File: config.mk
export PLATFORM = sky130hd
export DESIGN_NAME = center_of_mass_four_velocity
export DESIGN_NICKNAME = d
export VERILOG_FILES = /design/src/hdl/cmv_pkg.sv /design/src/hdl/cmv_alu.sv /design/src/hdl/cmv_accum.sv /design/src/hdl/cmv_core.sv /design/src/hdl/center_of_mass_four_velocity.sv
export VERILOG_INCLUDE_DIRS = /design/src /design/src/hdl
export SDC_FILE = /design/constraint.sdc
export NUM_CORES = 2
export LEC_CHECK = 0
export ABC_AREA = 1
export BUFFER_PORTS_ARGS = -buffer_cell sky130_fd_sc_hd__buf_2
export CELL_PAD_IN_SITES_DETAIL_PLACEMENT = 1
export CELL_PAD_IN_SITES_GLOBAL_PLACEMENT = 2
export CORE_ASPECT_RATIO = 1.5
export CORE_UTILIZATION = 30
export DETAILED_ROUTE_END_ITERATION = 10
export GPL_TIMING_DRIVEN = 0
export HOLD_SLACK_MARGIN = 0.06
export PLACE_DENSITY = 0.75
export SKIP_LAST_GASP = 1
export SLEW_MARGIN = 20
export SYNTH_ARGS = -nofsm -noshare
export SYNTH_HDL_FRONTEND = slang
export SYNTH_SLANG_ARGS = --single-unit
File: constraint.sdc
create_clock -name clk -period 12.4 [get_ports clk]
set_clock_uncertainty 0.15 [all_clocks]
set_input_delay 1.24 -clock clk [delete_from_list [all_inputs] [get_ports clk]]
set_output_delay 1.24 -clock clk [all_outputs]
set_load 0.05 [all_outputs]
File: src/hdl/assert_macros.svh
// Assertion macros for the center-of-mass four-velocity RTL
`ifndef ASSERT_MACROS_SVH
`define ASSERT_MACROS_SVH

// Clocked property, disabled while reset is asserted
`define CMV_ASSERT(lbl, clk, rst_n, prop, msg) \
	lbl: assert property (@(posedge clk) disable iff (!rst_n) (prop)) else $error(msg);

// Clocked implication, disabled while reset is asserted
`define CMV_ASSERT_IMP(lbl, clk, rst_n, ante, cons, msg) \
	lbl: assert property (@(posedge clk) disable iff (!rst_n) (ante) |-> (cons)) \
		else $error(msg);

`endif

File: src/hdl/cmv_pkg.sv
// Shared constants and types of the center-of-mass four-velocity block
`default_nettype none

package cmv_pkg;

	localparam int FRAC_BITS  = 16;
	localparam int IN_W       = 32;
	localparam int OUT_W      = 32;
	localparam int SUM_W      = 40;
	localparam int U_BITS     = 30;
	localparam int ROOT_STEPS = 32;
	localparam int RAD_W      = 2 * ROOT_STEPS;
	localparam int NUM_W      = FRAC_BITS + 32;
	localparam int QUO_W      = NUM_W;
	localparam int SQ_W       = 2 * SUM_W + 2;
	localparam int VEL_W      = FRAC_BITS + 62;
	localparam int ALU_W      = (SQ_W > VEL_W) ? SQ_W : VEL_W;
	localparam int CNT_W      = $clog2((NUM_W > SUM_W) ? NUM_W : SUM_W);
	localparam int STATUS_W   = 2;

	localparam logic [STATUS_W-1:0] ST_OK   = 2'd0;
	localparam logic [STATUS_W-1:0] ST_ZERO = 2'd1;
	localparam logic [STATUS_W-1:0] ST_FAST = 2'd2;

	typedef struct packed {
		logic        [SUM_W-1:0] energy;
		logic signed [SUM_W-1:0] px;
		logic signed [SUM_W-1:0] py;
		logic signed [SUM_W-1:0] pz;
	} sums_t;

	typedef struct packed {
		logic [ALU_W-1:0] a;
		logic [ALU_W-1:0] b;
		logic             sub;
	} alu_req_t;

endpackage

`default_nettype wire

File: src/hdl/cmv_alu.sv
// Shared wide adder/subtractor of the four-velocity sequencer
`default_nettype none

module cmv_alu (
	input  cmv_pkg::alu_req_t         req,
	output logic [cmv_pkg::ALU_W-1:0] res
);

	assign res = req.sub ? (req.a - req.b) : (req.a + req.b);

endmodule

`default_nettype wire

File: src/hdl/cmv_accum.sv
// Saturating energy and momentum accumulators
`default_nettype none

module cmv_accum (
	input  logic                                clk,
	input  logic                                arst_n,
	input  logic                                accept,
	input  logic                                last_item,
	input  logic        [cmv_pkg::IN_W-1:0]     energy,
	input  logic signed [cmv_pkg::IN_W-1:0]     momentum_x,
	input  logic signed [cmv_pkg::IN_W-1:0]     momentum_y,
	input  logic signed [cmv_pkg::IN_W-1:0]     momentum_z,
	output cmv_pkg::sums_t                      sums_next
);

	localparam int SW = cmv_pkg::SUM_W;
	localparam int IW = cmv_pkg::IN_W;

	logic [SW-1:0] esum_q;
	logic [SW-1:0] px_q;
	logic [SW-1:0] py_q;
	logic [SW-1:0] pz_q;
	logic [SW:0]   esum_wide;

	function automatic logic [SW-1:0] add_sat(input logic [SW-1:0] a, input logic [IW-1:0] b);
		logic [SW:0] s;
		s = {a[SW-1], a} + {{(SW + 1 - IW){b[IW-1]}}, b};
		if (s[SW] != s[SW-1])
			return s[SW] ? {1'b1, {(SW - 1){1'b0}}} : {1'b0, {(SW - 1){1'b1}}};
		return s[SW-1:0];
	endfunction

	assign esum_wide        = {1'b0, esum_q} + {{(SW + 1 - IW){1'b0}}, energy};
	assign sums_next.energy = esum_wide[SW] ? {SW{1'b1}} : esum_wide[SW-1:0];
	assign sums_next.px     = add_sat(px_q, momentum_x);
	assign sums_next.py     = add_sat(py_q, momentum_y);
	assign sums_next.pz     = add_sat(pz_q, momentum_z);

	always_ff @(posedge clk or negedge arst_n) begin
		if (!arst_n) begin
			esum_q <= '0;
			px_q   <= '0;
			py_q   <= '0;
			pz_q   <= '0;
		end else if (accept) begin
			if (last_item) begin
				esum_q <= '0;
				px_q   <= '0;
				py_q   <= '0;
				pz_q   <= '0;
			end else begin
				esum_q <= sums_next.energy;
				px_q   <= sums_next.px;
				py_q   <= sums_next.py;
				pz_q   <= sums_next.pz;
			end
		end
	end

endmodule

`default_nettype wire

File: src/hdl/cmv_core.sv
// Sequencer and datapath registers computing gamma and gamma*u over a shared adder
`default_nettype none

`include "assert_macros.svh"

module cmv_core (
	input  logic                                clk,
	input  logic                                arst_n,
	input  logic                                capture,
	input  cmv_pkg::sums_t                      sums,
	output logic                                busy,
	output logic                                done,
	output logic        [cmv_pkg::OUT_W-1:0]    lorentz_factor,
	output logic signed [cmv_pkg::OUT_W-1:0]    velocity_x,
	output logic signed [cmv_pkg::OUT_W-1:0]    velocity_y,
	output logic signed [cmv_pkg::OUT_W-1:0]    velocity_z,
	output logic        [cmv_pkg::STATUS_W-1:0] status
);

	localparam int AW = cmv_pkg::ALU_W;
	localparam int SW = cmv_pkg::SUM_W;
	localparam int UB = cmv_pkg::U_BITS;
	localparam int QW = cmv_pkg::QUO_W;
	localparam int RW = cmv_pkg::RAD_W;
	localparam int OW = cmv_pkg::OUT_W;
	localparam int CW = cmv_pkg::CNT_W;
	localparam int MW = AW - 1 - UB;
	localparam logic [MW-1:0] NEG_LIM = MW'(1) << (OW - 1);
	localparam logic [MW-1:0] POS_LIM = NEG_LIM - MW'(1);
	localparam logic [AW-1:0] ONE_Q60 = AW'(1) << (2 * UB);

	typedef enum logic [8:0] {
		S_IDLE = 9'b0_0000_0001,
		S_SQ   = 9'b0_0000_0010,
		S_CHK  = 9'b0_0000_0100,
		S_DIV  = 9'b0_0000_1000,
		S_USQ  = 9'b0_0001_0000,
		S_PREP = 9'b0_0010_0000,
		S_ROOT = 9'b0_0100_0000,
		S_GDIV = 9'b0_1000_0000,
		S_VEL  = 9'b1_0000_0000
	} state_t;

	state_t                       state_q;
	logic [1:0]                   k_q;
	logic [CW-1:0]                cnt_q;
	logic [CW-1:0]                lim;
	logic [AW-1:0]                acc_q;
	logic [AW-1:0]                opa_q;
	logic [RW-1:0]                opb_q;
	logic [QW-1:0]                quo_q;
	logic [SW-1:0]                e_q;
	logic [SW-1:0]                mag_q [3];
	logic [2:0]                   neg_q;
	logic [UB-1:0]                u_q [3];
	logic [OW-1:0]                lorentz_q;
	logic [OW-1:0]                vel_q [3];
	logic [cmv_pkg::STATUS_W-1:0] status_q;
	logic                         done_q;

	cmv_pkg::alu_req_t            req;
	logic [AW-1:0]                res;
	logic [AW-1:0]                acc_mul;
	logic [AW-1:0]                acc_trial;
	logic [QW-1:0]                qn;
	logic [QW-1:0]                root;
	logic [OW-1:0]                gamma_sat;
	logic [OW-1:0]                vel_new;
	logic [SW-1:0]                mx;
	logic [SW-1:0]                my;
	logic [SW-1:0]                mz;
	logic                         ok;
	logic                         step_last;
	logic                         last_comp;

	function automatic logic [SW-1:0] mag(input logic [SW-1:0] v);
		return v[SW-1] ? (~v + SW'(1)) : v;
	endfunction

	function automatic logic [OW-1:0] sat_vel(input logic [MW-1:0] m, input logic neg);
		logic [MW-1:0] nm;
		nm = ~m + MW'(1);
		if (neg)
			return (m > NEG_LIM) ? NEG_LIM[OW-1:0] : nm[OW-1:0];
		return (m > POS_LIM) ? POS_LIM[OW-1:0] : m[OW-1:0];
	endfunction

	cmv_alu u_alu (
		.req (req),
		.res (res)
	);

	assign mx = mag(sums.px);
	assign my = mag(sums.py);
	assign mz = mag(sums.pz);

	always_comb begin
		req.a   = acc_q;
		req.b   = opa_q;
		req.sub = 1'b0;
		case (state_q)
			S_SQ: begin
				req.sub = (k_q == 2'd3);
			end
			S_DIV: begin
				req.a   = {acc_q[AW-2:0], 1'b0};
				req.b   = AW'(e_q);
				req.sub = 1'b1;
			end
			S_PREP: begin
				req.a   = ONE_Q60;
				req.b   = acc_q;
				req.sub = 1'b1;
			end
			S_ROOT: begin
				req.a   = {acc_q[AW-3:0], opb_q[RW-1 -: 2]};
				req.b   = AW'({quo_q, 2'b01});
				req.sub = 1'b1;
			end
			S_GDIV: begin
				req.a   = {acc_q[AW-2:0], (cnt_q == '0)};
				req.sub = 1'b1;
			end
			default: begin
				req.sub = 1'b0;
			end
		endcase
	end

	always_comb begin
		case (state_q)
			S_SQ:                 lim = CW'(SW - 1);
			S_DIV, S_USQ, S_VEL:  lim = CW'(UB - 1);
			S_ROOT:               lim = CW'(cmv_pkg::ROOT_STEPS - 1);
			S_GDIV:               lim = CW'(cmv_pkg::NUM_W - 1);
			default:              lim = '0;
		endcase
	end

	assign step_last = (cnt_q == lim);
	assign last_comp = (state_q == S_SQ) ? (k_q == 2'd3) : (k_q == 2'd2);
	assign acc_mul   = opb_q[0] ? res : acc_q;
	assign ok        = ~res[AW-1];
	assign acc_trial = ok ? res : req.a;
	assign qn        = {quo_q[QW-2:0], ok};
	assign root      = (qn == '0) ? QW'(1) : qn;
	assign gamma_sat = (qn[QW-1:OW] != '0) ? {OW{1'b1}} : qn[OW-1:0];
	assign vel_new   = sat_vel(acc_mul[AW-2:UB], neg_q[0]);

	always_ff @(posedge clk or negedge arst_n) begin
		if (!arst_n) begin
			state_q <= S_IDLE;
			k_q     <= '0;
			cnt_q   <= '0;
			done_q  <= 1'b0;
		end else begin
			done_q <= 1'b0;
			case (state_q)
				S_IDLE: begin
					if (capture) begin
						k_q   <= '0;
						cnt_q <= '0;
						if (sums.energy == '0)
							done_q <= 1'b1;
						else
							state_q <= S_SQ;
					end
				end
				S_SQ, S_DIV, S_USQ, S_VEL: begin
					if (step_last) begin
						cnt_q <= '0;
						if (last_comp) begin
							k_q <= '0;
							case (state_q)
								S_SQ:    state_q <= S_CHK;
								S_DIV:   state_q <= S_USQ;
								S_USQ:   state_q <= S_PREP;
								default: begin
									state_q <= S_IDLE;
									done_q  <= 1'b1;
								end
							endcase
						end else begin
							k_q <= k_q + 2'd1;
						end
					end else begin
						cnt_q <= cnt_q + CW'(1);
					end
				end
				S_CHK: begin
					if (!acc_q[AW-1]) begin
						state_q <= S_IDLE;
						done_q  <= 1'b1;
					end else begin
						state_q <= S_DIV;
					end
				end
				S_PREP: begin
					state_q <= S_ROOT;
				end
				S_ROOT: begin
					if (step_last) begin
						cnt_q   <= '0;
						state_q <= S_GDIV;
					end else begin
						cnt_q <= cnt_q + CW'(1);
					end
				end
				S_GDIV: begin
					if (step_last) begin
						cnt_q   <= '0;
						state_q <= S_VEL;
					end else begin
						cnt_q <= cnt_q + CW'(1);
					end
				end
				default: begin
					state_q <= S_IDLE;
				end
			endcase
		end
	end

	always_ff @(posedge clk) begin
		case (state_q)
			S_IDLE: begin
				if (capture) begin
					e_q      <= sums.energy;
					mag_q[0] <= mx;
					mag_q[1] <= my;
					mag_q[2] <= mz;
					neg_q    <= {sums.pz[SW-1], sums.py[SW-1], sums.px[SW-1]};
					acc_q    <= '0;
					opa_q    <= AW'(mx);
					opb_q    <= RW'(mx);
					if (sums.energy == '0) begin
						lorentz_q <= '0;
						vel_q[0]  <= '0;
						vel_q[1]  <= '0;
						vel_q[2]  <= '0;
						status_q  <= cmv_pkg::ST_ZERO;
					end
				end
			end
			S_SQ: begin
				acc_q <= acc_mul;
				opa_q <= opa_q << 1;
				opb_q <= opb_q >> 1;
				if (step_last && !last_comp) begin
					mag_q[0] <= mag_q[1];
					mag_q[1] <= mag_q[2];
					mag_q[2] <= mag_q[0];
					if (k_q == 2'd2) begin
						opa_q <= AW'(e_q);
						opb_q <= RW'(e_q);
					end else begin
						opa_q <= AW'(mag_q[1]);
						opb_q <= RW'(mag_q[1]);
					end
				end
			end
			S_CHK: begin
				if (!acc_q[AW-1]) begin
					lorentz_q <= '0;
					vel_q[0]  <= '0;
					vel_q[1]  <= '0;
					vel_q[2]  <= '0;
					status_q  <= cmv_pkg::ST_FAST;
				end else begin
					acc_q <= AW'(mag_q[0]);
					quo_q <= '0;
				end
			end
			S_DIV: begin
				acc_q <= acc_trial;
				quo_q <= qn;
				if (step_last) begin
					u_q[2]   <= qn[UB-1:0];
					u_q[1]   <= u_q[2];
					u_q[0]   <= u_q[1];
					mag_q[0] <= mag_q[1];
					mag_q[1] <= mag_q[2];
					mag_q[2] <= mag_q[0];
					acc_q    <= AW'(mag_q[1]);
					quo_q    <= '0;
					if (last_comp) begin
						acc_q <= '0;
						opa_q <= AW'(u_q[1]);
						opb_q <= RW'(u_q[1]);
					end
				end
			end
			S_USQ: begin
				acc_q <= acc_mul;
				opa_q <= opa_q << 1;
				opb_q <= opb_q >> 1;
				if (step_last) begin
					u_q[0] <= u_q[1];
					u_q[1] <= u_q[2];
					u_q[2] <= u_q[0];
					opa_q  <= AW'(u_q[1]);
					opb_q  <= RW'(u_q[1]);
				end
			end
			S_PREP: begin
				opb_q <= {res[RW-3:0], 2'b00};
				acc_q <= '0;
				quo_q <= '0;
			end
			S_ROOT: begin
				acc_q <= acc_trial;
				quo_q <= qn;
				opb_q <= opb_q << 2;
				if (step_last) begin
					opa_q <= AW'(root);
					acc_q <= '0;
					quo_q <= '0;
				end
			end
			S_GDIV: begin
				acc_q <= acc_trial;
				quo_q <= qn;
				if (step_last) begin
					lorentz_q <= gamma_sat;
					acc_q     <= '0;
					opa_q     <= AW'(qn);
					opb_q     <= RW'(u_q[0]);
				end
			end
			S_VEL: begin
				acc_q <= acc_mul;
				opa_q <= opa_q << 1;
				opb_q <= opb_q >> 1;
				if (step_last) begin
					vel_q[2] <= vel_new;
					vel_q[1] <= vel_q[2];
					vel_q[0] <= vel_q[1];
					u_q[0]   <= u_q[1];
					u_q[1]   <= u_q[2];
					u_q[2]   <= u_q[0];
					neg_q    <= {neg_q[0], neg_q[2:1]};
					acc_q    <= '0;
					opa_q    <= AW'(quo_q);
					opb_q    <= RW'(u_q[1]);
					if (last_comp)
						status_q <= cmv_pkg::ST_OK;
				end
			end
			default: begin
				acc_q <= acc_q;
			end
		endcase
	end

	assign busy           = (state_q != S_IDLE);
	assign done           = done_q;
	assign lorentz_factor = lorentz_q;
	assign velocity_x     = vel_q[0];
	assign velocity_y     = vel_q[1];
	assign velocity_z     = vel_q[2];
	assign status         = status_q;

	`CMV_ASSERT_IMP(a_done_idle, clk, arst_n, done_q, state_q == S_IDLE,
		"result strobe while busy")
	`CMV_ASSERT_IMP(a_busy_cause, clk, arst_n, $rose(state_q != S_IDLE), $past(capture),
		"busy without a last transaction")
	`CMV_ASSERT_IMP(a_flag_zeros, clk, arst_n, done_q && status_q != cmv_pkg::ST_OK,
		lorentz_q == '0 && vel_q[0] == '0 && vel_q[1] == '0 && vel_q[2] == '0,
		"flagged result not zero")
	`CMV_ASSERT_IMP(a_fast_path, clk, arst_n, done_q && status_q == cmv_pkg::ST_FAST,
		$past(state_q == S_CHK), "speed flag outside the light check")

endmodule

`default_nettype wire

File: src/hdl/center_of_mass_four_velocity.sv
// Top level of the center-of-mass four-velocity block
// A transaction is taken on start while busy is low. An item not marked last is folded into
// saturating 40-bit sums and busy stays low, so such items may come every cycle.
// The item marked last drops the sums into a sequencer that runs one shared 82-bit
// adder/subtractor one bit per cycle: four 40-bit squares for the light-speed test, three
// 30-bit divides, three 30-bit squares, a 32-step root, a 48-step reciprocal and three
// 30-bit scalings. The result appears with done high for exactly one cycle, the cycle in
// which busy falls; a zero total energy gives its result in the cycle after the last item,
// a speed not below light right after the light-speed test.
// The receiver cannot stall: take the result in the cycle that done is high or lose it.
`default_nettype none

module center_of_mass_four_velocity (
	input  logic                                clk,
	input  logic                                arst_n,
	input  logic                                start,
	output logic                                busy,
	input  logic        [cmv_pkg::IN_W-1:0]     energy,
	input  logic signed [cmv_pkg::IN_W-1:0]     momentum_x,
	input  logic signed [cmv_pkg::IN_W-1:0]     momentum_y,
	input  logic signed [cmv_pkg::IN_W-1:0]     momentum_z,
	input  logic                                last_item,
	output logic                                done,
	output logic        [cmv_pkg::OUT_W-1:0]    lorentz_factor,
	output logic signed [cmv_pkg::OUT_W-1:0]    velocity_x,
	output logic signed [cmv_pkg::OUT_W-1:0]    velocity_y,
	output logic signed [cmv_pkg::OUT_W-1:0]    velocity_z,
	output logic        [cmv_pkg::STATUS_W-1:0] status
);

	logic           accept;
	logic           capture;
	cmv_pkg::sums_t sums_next;

	assign accept  = start & ~busy;
	assign capture = accept & last_item;

	cmv_accum u_accum (
		.clk        (clk),
		.arst_n     (arst_n),
		.accept     (accept),
		.last_item  (last_item),
		.energy     (energy),
		.momentum_x (momentum_x),
		.momentum_y (momentum_y),
		.momentum_z (momentum_z),
		.sums_next  (sums_next)
	);

	cmv_core u_core (
		.clk            (clk),
		.arst_n         (arst_n),
		.capture        (capture),
		.sums           (sums_next),
		.busy           (busy),
		.done           (done),
		.lorentz_factor (lorentz_factor),
		.velocity_x     (velocity_x),
		.velocity_y     (velocity_y),
		.velocity_z     (velocity_z),
		.status         (status)
	);

endmodule

`default_nettype wire
# Word-level counts from Yosys, hierarchy flattened
# Memory sizes are Yosys's and may differ from the RTL's.
# Cells that the tools add are included.
[word_totals]
ram_bits = 306
reg_bits = 531
in_bits = 132
mem_count = 3
output_inout_bits = 132
[mem_list]
columns = ["memory", "words", "width", "rd", "rd_ports_with_merged_regs", "write_ports", "line", "text"]
rows = [
  ["u_core.mag_q", 3, 40, 3, 0, 3, "cmv_core.sv:53", "logic [SW-1:0] mag_q [3];"],
  ["u_core.vel_q", 3, 32, 3, 0, 3, "cmv_core.sv:57", "logic [OW-1:0] vel_q [3];"],
  ["u_core.u_q", 3, 30, 3, 0, 3, "cmv_core.sv:55", "logic [UB-1:0] u_q [3];"],
]
[op_classes]
n_reduce_logical = 36
n_addsub = 12
bitwise_logic = 26
order_cmp = 2
mux = 135
n_eq_ne = 29
[op_table]
columns = ["cell", "count"]
rows = [
  ["82-bit two-way mux", 15],
  ["82-bit one-hot mux with 7 select lines", 2],
  ["40-bit two-way mux", 26],
  ["32-bit two-way mux", 15],
  ["64-bit one-hot mux with 7 select lines", 1],
  ["82-bit one-hot mux with 4 select lines", 1],
  ["64-bit two-way mux", 5],
  ["82-bit one-hot mux with 3 select lines", 1],
  ["48-bit one-hot mux with 4 select lines", 1],
  ["30-bit two-way mux", 6],
  ["40-bit by 32-bit adder with 41-bit output", 4],
  ["48-bit two-way mux", 3],
  ["40-bit by 1-bit adder with 40-bit output, second input constant", 3],
  ["40-bit NOT", 3],
  ["32-bit one-hot mux with 3 select lines", 1],
  ["82-bit adder", 1],
  ["82-bit subtractor", 1],
  ["81-bit two-way mux", 1],
  ["63-bit two-way mux", 1],
  ["9-bit two-way mux", 6],
  ["9-bit one-hot mux with 6 select lines", 1],
  ["51-bit by 31-bit greater-than comparator with 1-bit output, second input constant", 1],
  ["51-bit by 32-bit greater-than comparator with 1-bit output, second input constant", 1],
  ["48-bit zero test", 1],
  ["other kinds (52)", 139],
]

# Logic depth before layout (Yosys ltp)
[logic_depth]
depth_word = 11
ltp_mapped = 48
mapped_depth_nobuf = 46

# By module
# From an unflattened synthesis, not the netlist that was laid out.
[hier_totals]
hier_cells = 10751
area_unflattened_um2 = 71456.0
[by_module_without_submodules]
columns = ["mod", "seq_area_each_um2", "cells_per_inst", "instances", "area_per_inst_um2"]
rows = [
  ["cmv_core", 20240.7, 5483, 1, 42719.7],
  ["cmv_accum", 4003.8, 3034, 1, 18241.2],
  ["cmv_alu", 0.0, 2229, 1, 10471.3],
  ["center_of_mass_four_velocity", 0.0, 5, 1, 23.8],
]

# Worst setup path before layout
# No wires, ideal clock.
[synth_timing]
path_kind = "reg-to-reg"
from = "register u_core.state_q[7]"
to = "register u_core.opa_q[0] (enable)"
setup_slack_ps = 2070
synth_period_minus_slack_ps = 10330
t_arrival_ps = 9557
stages_incl_launch_ff = 12
t_required_ps = 11627
setup_time_ps = 623
cell_sequence = "dfrtp_1 > nor2_2 > nand3_1 > inv_1 > nand2_1 > inv_1 > nand2_1 > nor2_1 > nor2_1 > nor2_1 > nand2_1 > nor3_1"
[synth_via]
elab_chain_len = 6
word_cells_on_any_way = 22
[synth_rtl]
columns = ["element", "line", "text"]
rows = [
  ["start: declaration", "cmv_core.sv:44", "state_t state_q;"],
  ["start signal: assignment", "cmv_core.sv:152", "state_q <= S_IDLE;"],
  ["start signal: assignment", "cmv_core.sv:166", "state_q <= S_SQ;"],
  ["start signal: assignment", "cmv_core.sv:175", "S_SQ: state_q <= S_CHK;"],
  ["9-bit by 1-bit != test with 1-bit output", "cmv_core.sv:355", "assign busy = (state_q != S_IDLE);"],
  ["net busy", "center_of_mass_four_velocity.sv:17", "output logic busy,"],
  ["1-bit NOT", "center_of_mass_four_velocity.sv:35", "assign accept = start & ~busy;"],
  ["1-bit bitwise AND", "center_of_mass_four_velocity.sv:35", ""],
  ["1-bit bitwise AND", "center_of_mass_four_velocity.sv:36", "assign capture = accept & last_item;"],
  ["2-bit != test (no source line)", "--", ""],
  ["6-bit AND reduction (no source line)", "--", ""],
  ["end signal: assignment", "cmv_core.sv:326", "opa_q <= AW'(qn);"],
  ["end signal: assignment", "cmv_core.sv:332", "opa_q <= opa_q << 1;"],
  ["end signal: assignment", "cmv_core.sv:343", "opa_q <= AW'(quo_q);"],
  ["end: declaration", "cmv_core.sv:49", "logic [AW-1:0] opa_q;"],
]
# The timed path passes the listed nets, and every way through them passes these cells.
# A chain may end at the register's enable or synchronous reset.

==> reports/metrics.cfg <==
[logic_synthesis]
muxShareOfSynthArea=0.00301
synthTopCellsByArea=edfxtp_1 28%, nand2_1 16%, inv_1 7.9%
synth.largest_area_cell=edfxtp_1
synth-seq-cells=837
synth_nets=10800
avgSynthCellArea_sq_um=6.72
yosysWarnings=0
ys_async_sr_fraction=0.213
yosysSeqAreaShare=0.347
synth_area_sq_mm=0.0699
synth_top_area_share=0.283
synth_edf_count=659
syn_inst=10400
synth_xor_area_frac=0.0333
synthAdderAreaFrac=0.0460
synth_compound_area_frac=0.165
synth-simple-area-share=0.303
synth_top_family_by_area=simple AND/OR/NAND/NOR gates
synth_cell_types=74
synth_flop_cell=edfxtp_1

[timing]
fin_crit_sh=0.908
fin_crit_ps=11260
finalHoldViolations=0
finalMaxSlewViolations=0
fmax_mhz=88.8
setup_slack_ps=1140
worst_pin_slew_ps=1460
setup_tns_ps=0
setup-violations-final=0
slew_headroom=0.0166
rsz0062_at_grt=no

[clock_tree]
clock_latency_ps=830
clock-sinks=837
cts_inserted_buffers=96
htree_levels=3
cts_setup_buffers=0
cts_hold_buf=0
cts-root-buf=clkbuf_16
clk_pin_slew_ps=60
cts_resized=0
cts_tree=yes
max-clock-path-buffers=3

[floorplanning]
die_width_microns=396
start_util=0.302
rows=216
core-area_sq_mm=0.231
top_level_ports=264
die_area_sq_mm=0.235
die_h_microns=593

[worst_setup_path]
path_max_fanout=10
cpMostUsedCell=nand2_1
crit_path_end_kind=register
slowest_stage=nor2_2
slowest_delay_ps=800
r2r_slack_ps=1140
worstSetupStartpointType=register
worstSetupPathType=register to register
cp.arrival_ps=11710
worstPathRequired_ps=12850

[route]
wl_per_cell_microns=35.7
drtIter0Drc=6895
vias_per_cell=5.73
vias=80000
drtAntennaViolNets=0
drt_pass1_iterations=6
drt_wl_total_microns=498000
drc=0

[grt]
antenna_found_initial=42
grt_pass1_vias=81000
grt_overflow=0
busiest_layer=met2
met2_usage=0.718
grt.total_usage=0.417
grt_use_met3=0.0766
grt_first_pass_wirelength_microns=672000
grt_max_degree=78
use_met1=0.406

[outcome]
status=completed

[cells_and_area]
area_delta_synth_final_pct=13.7
nets=11200
drive_gt1_frac=0.0663

[flow_run]
maxCapViolCount=0

[place]
gp_congestion=1.11
place_ws_ps=1500
dp_hpwl_microns=415000
port_buffers=263

[worst_hold_path]
hold_class=register to register

==> cell usage in the layout, fill, tap and decap left out, types with 177 or more instances in the layout <==
master	n
nand3_1	587
clkbuf_1	240
a21oi_1	594
dfrtp_1	177
ha_1	249
o21ai_0	639
nand2_1	2933
buf_2	341
edfxtp_1	659
inv_1	1475
nor2_1	1262
==> registers in the layout, summed over array words and instances (netlist names) <==
| register | flops |
|---|---|
| u_core.mag_q | 120 |
| u_core.vel_q | 96 |
| u_core.u_q | 90 |
| u_core.acc_q | 82 |
| u_core.opa_q | 82 |
| u_core.opb_q | 64 |
| u_core.quo_q | 48 |
| u_accum.esum_q | 40 |
| u_accum.px_q | 40 |
| u_accum.py_q | 40 |
| u_accum.pz_q | 40 |
| u_core.e_q | 40 |
| u_core.lorentz_factor | 32 |
| u_core.state_q | 9 |
| u_core.cnt_q | 6 |
| u_core.neg_q | 3 |
| u_core.k_q | 2 |
| u_core.status | 2 |
| u_core.done | 1 |
==> worst max-delay path, delay by kind of cell, from the launching register on <==
kind	cells	cell delay (ps)
adder cells (fa/ha/maj)	2	800
XOR/XNOR	1	760
AND/OR/NAND/NOR	24	5030
AO/OA/AOI/OAI	2	780
buffers and inverters	9	2890
flip-flops	1	580
==> metal layers <==
layer	up-vias	share of wire
li1	35300	-
met1	39500	0.33
met2	3674	0.48
met3	1601	0.057
met4	22	0.13
met5	-	0.00034
==> stage by stage <==
step,hold slack (ps),utilization,instance area (sq um),instances
after floorplan,250,-,69900,10400
after global placement,251,0.325,75000,13700
after detailed placement,256,0.329,76000,13800
after CTS,213,0.343,79300,13900
after global routing,254,0.344,79400,13900
final,235,0.344,79500,14000
==> final timing paths <==
kind                       depth (start not counted)                           endpoint                           from
max                                               38  u_core.vel_q[0][82]$_SDFFCE_PN0P_  u_core.state_q[0]$_DFFE_PN1P_
min                                                0        u_core.u_q[0][31]$_DFFE_PP_    u_core.u_q[0][61]$_DFFE_PP_
max reg2reg                                       38  u_core.vel_q[0][82]$_SDFFCE_PN0P_  u_core.state_q[0]$_DFFE_PN1P_
min reg2reg                                        0        u_core.u_q[0][31]$_DFFE_PP_    u_core.u_q[0][61]$_DFFE_PP_
max in group asynchronous                          2        u_core.cnt_q[5]$_DFFE_PN0P_                         arst_n
min in group asynchronous                          1       u_accum.py_q[20]$_DFFE_PN0P_                         arst_n
==> kinds of logic after synthesis <==
group,Yosys count
muxes,21
DFF,837
xor gates and xnor gates,266
adders and majority gates,254
and+or+nand+nor,5199
buffers and inverters,1863
AOI/OAI and AO/OA,1956
==> final cells by class <==
class                      instances  area, sq um
tap                             3052         3820
buffer                           370         1610
timing repair buffer             306         2000
clock inverter                    64          767
antenna                           34         85.1
sequential                       837        24200
clock buffer                     117         2510
multi-input combinational       7696        38800
inverter                        1493         5600
fill                           29500       152000
==> cells in the mapped netlist, drive strengths merged (115+ instances only) <==
cell type / n
nand2: 2947
inv: 1487
nor2: 1281
o21ai: 710
edfxtp: 659
a21oi: 601
nand3: 590
ha: 249
clkbuf: 244
dfrtp: 177
xor2: 151
nor3: 140
o22ai: 136
buf: 126
xnor2: 115
Power is left out: the tool's default activity adds up to more than one toggle a clock period on the data nets, which glitch-free logic cannot reach.
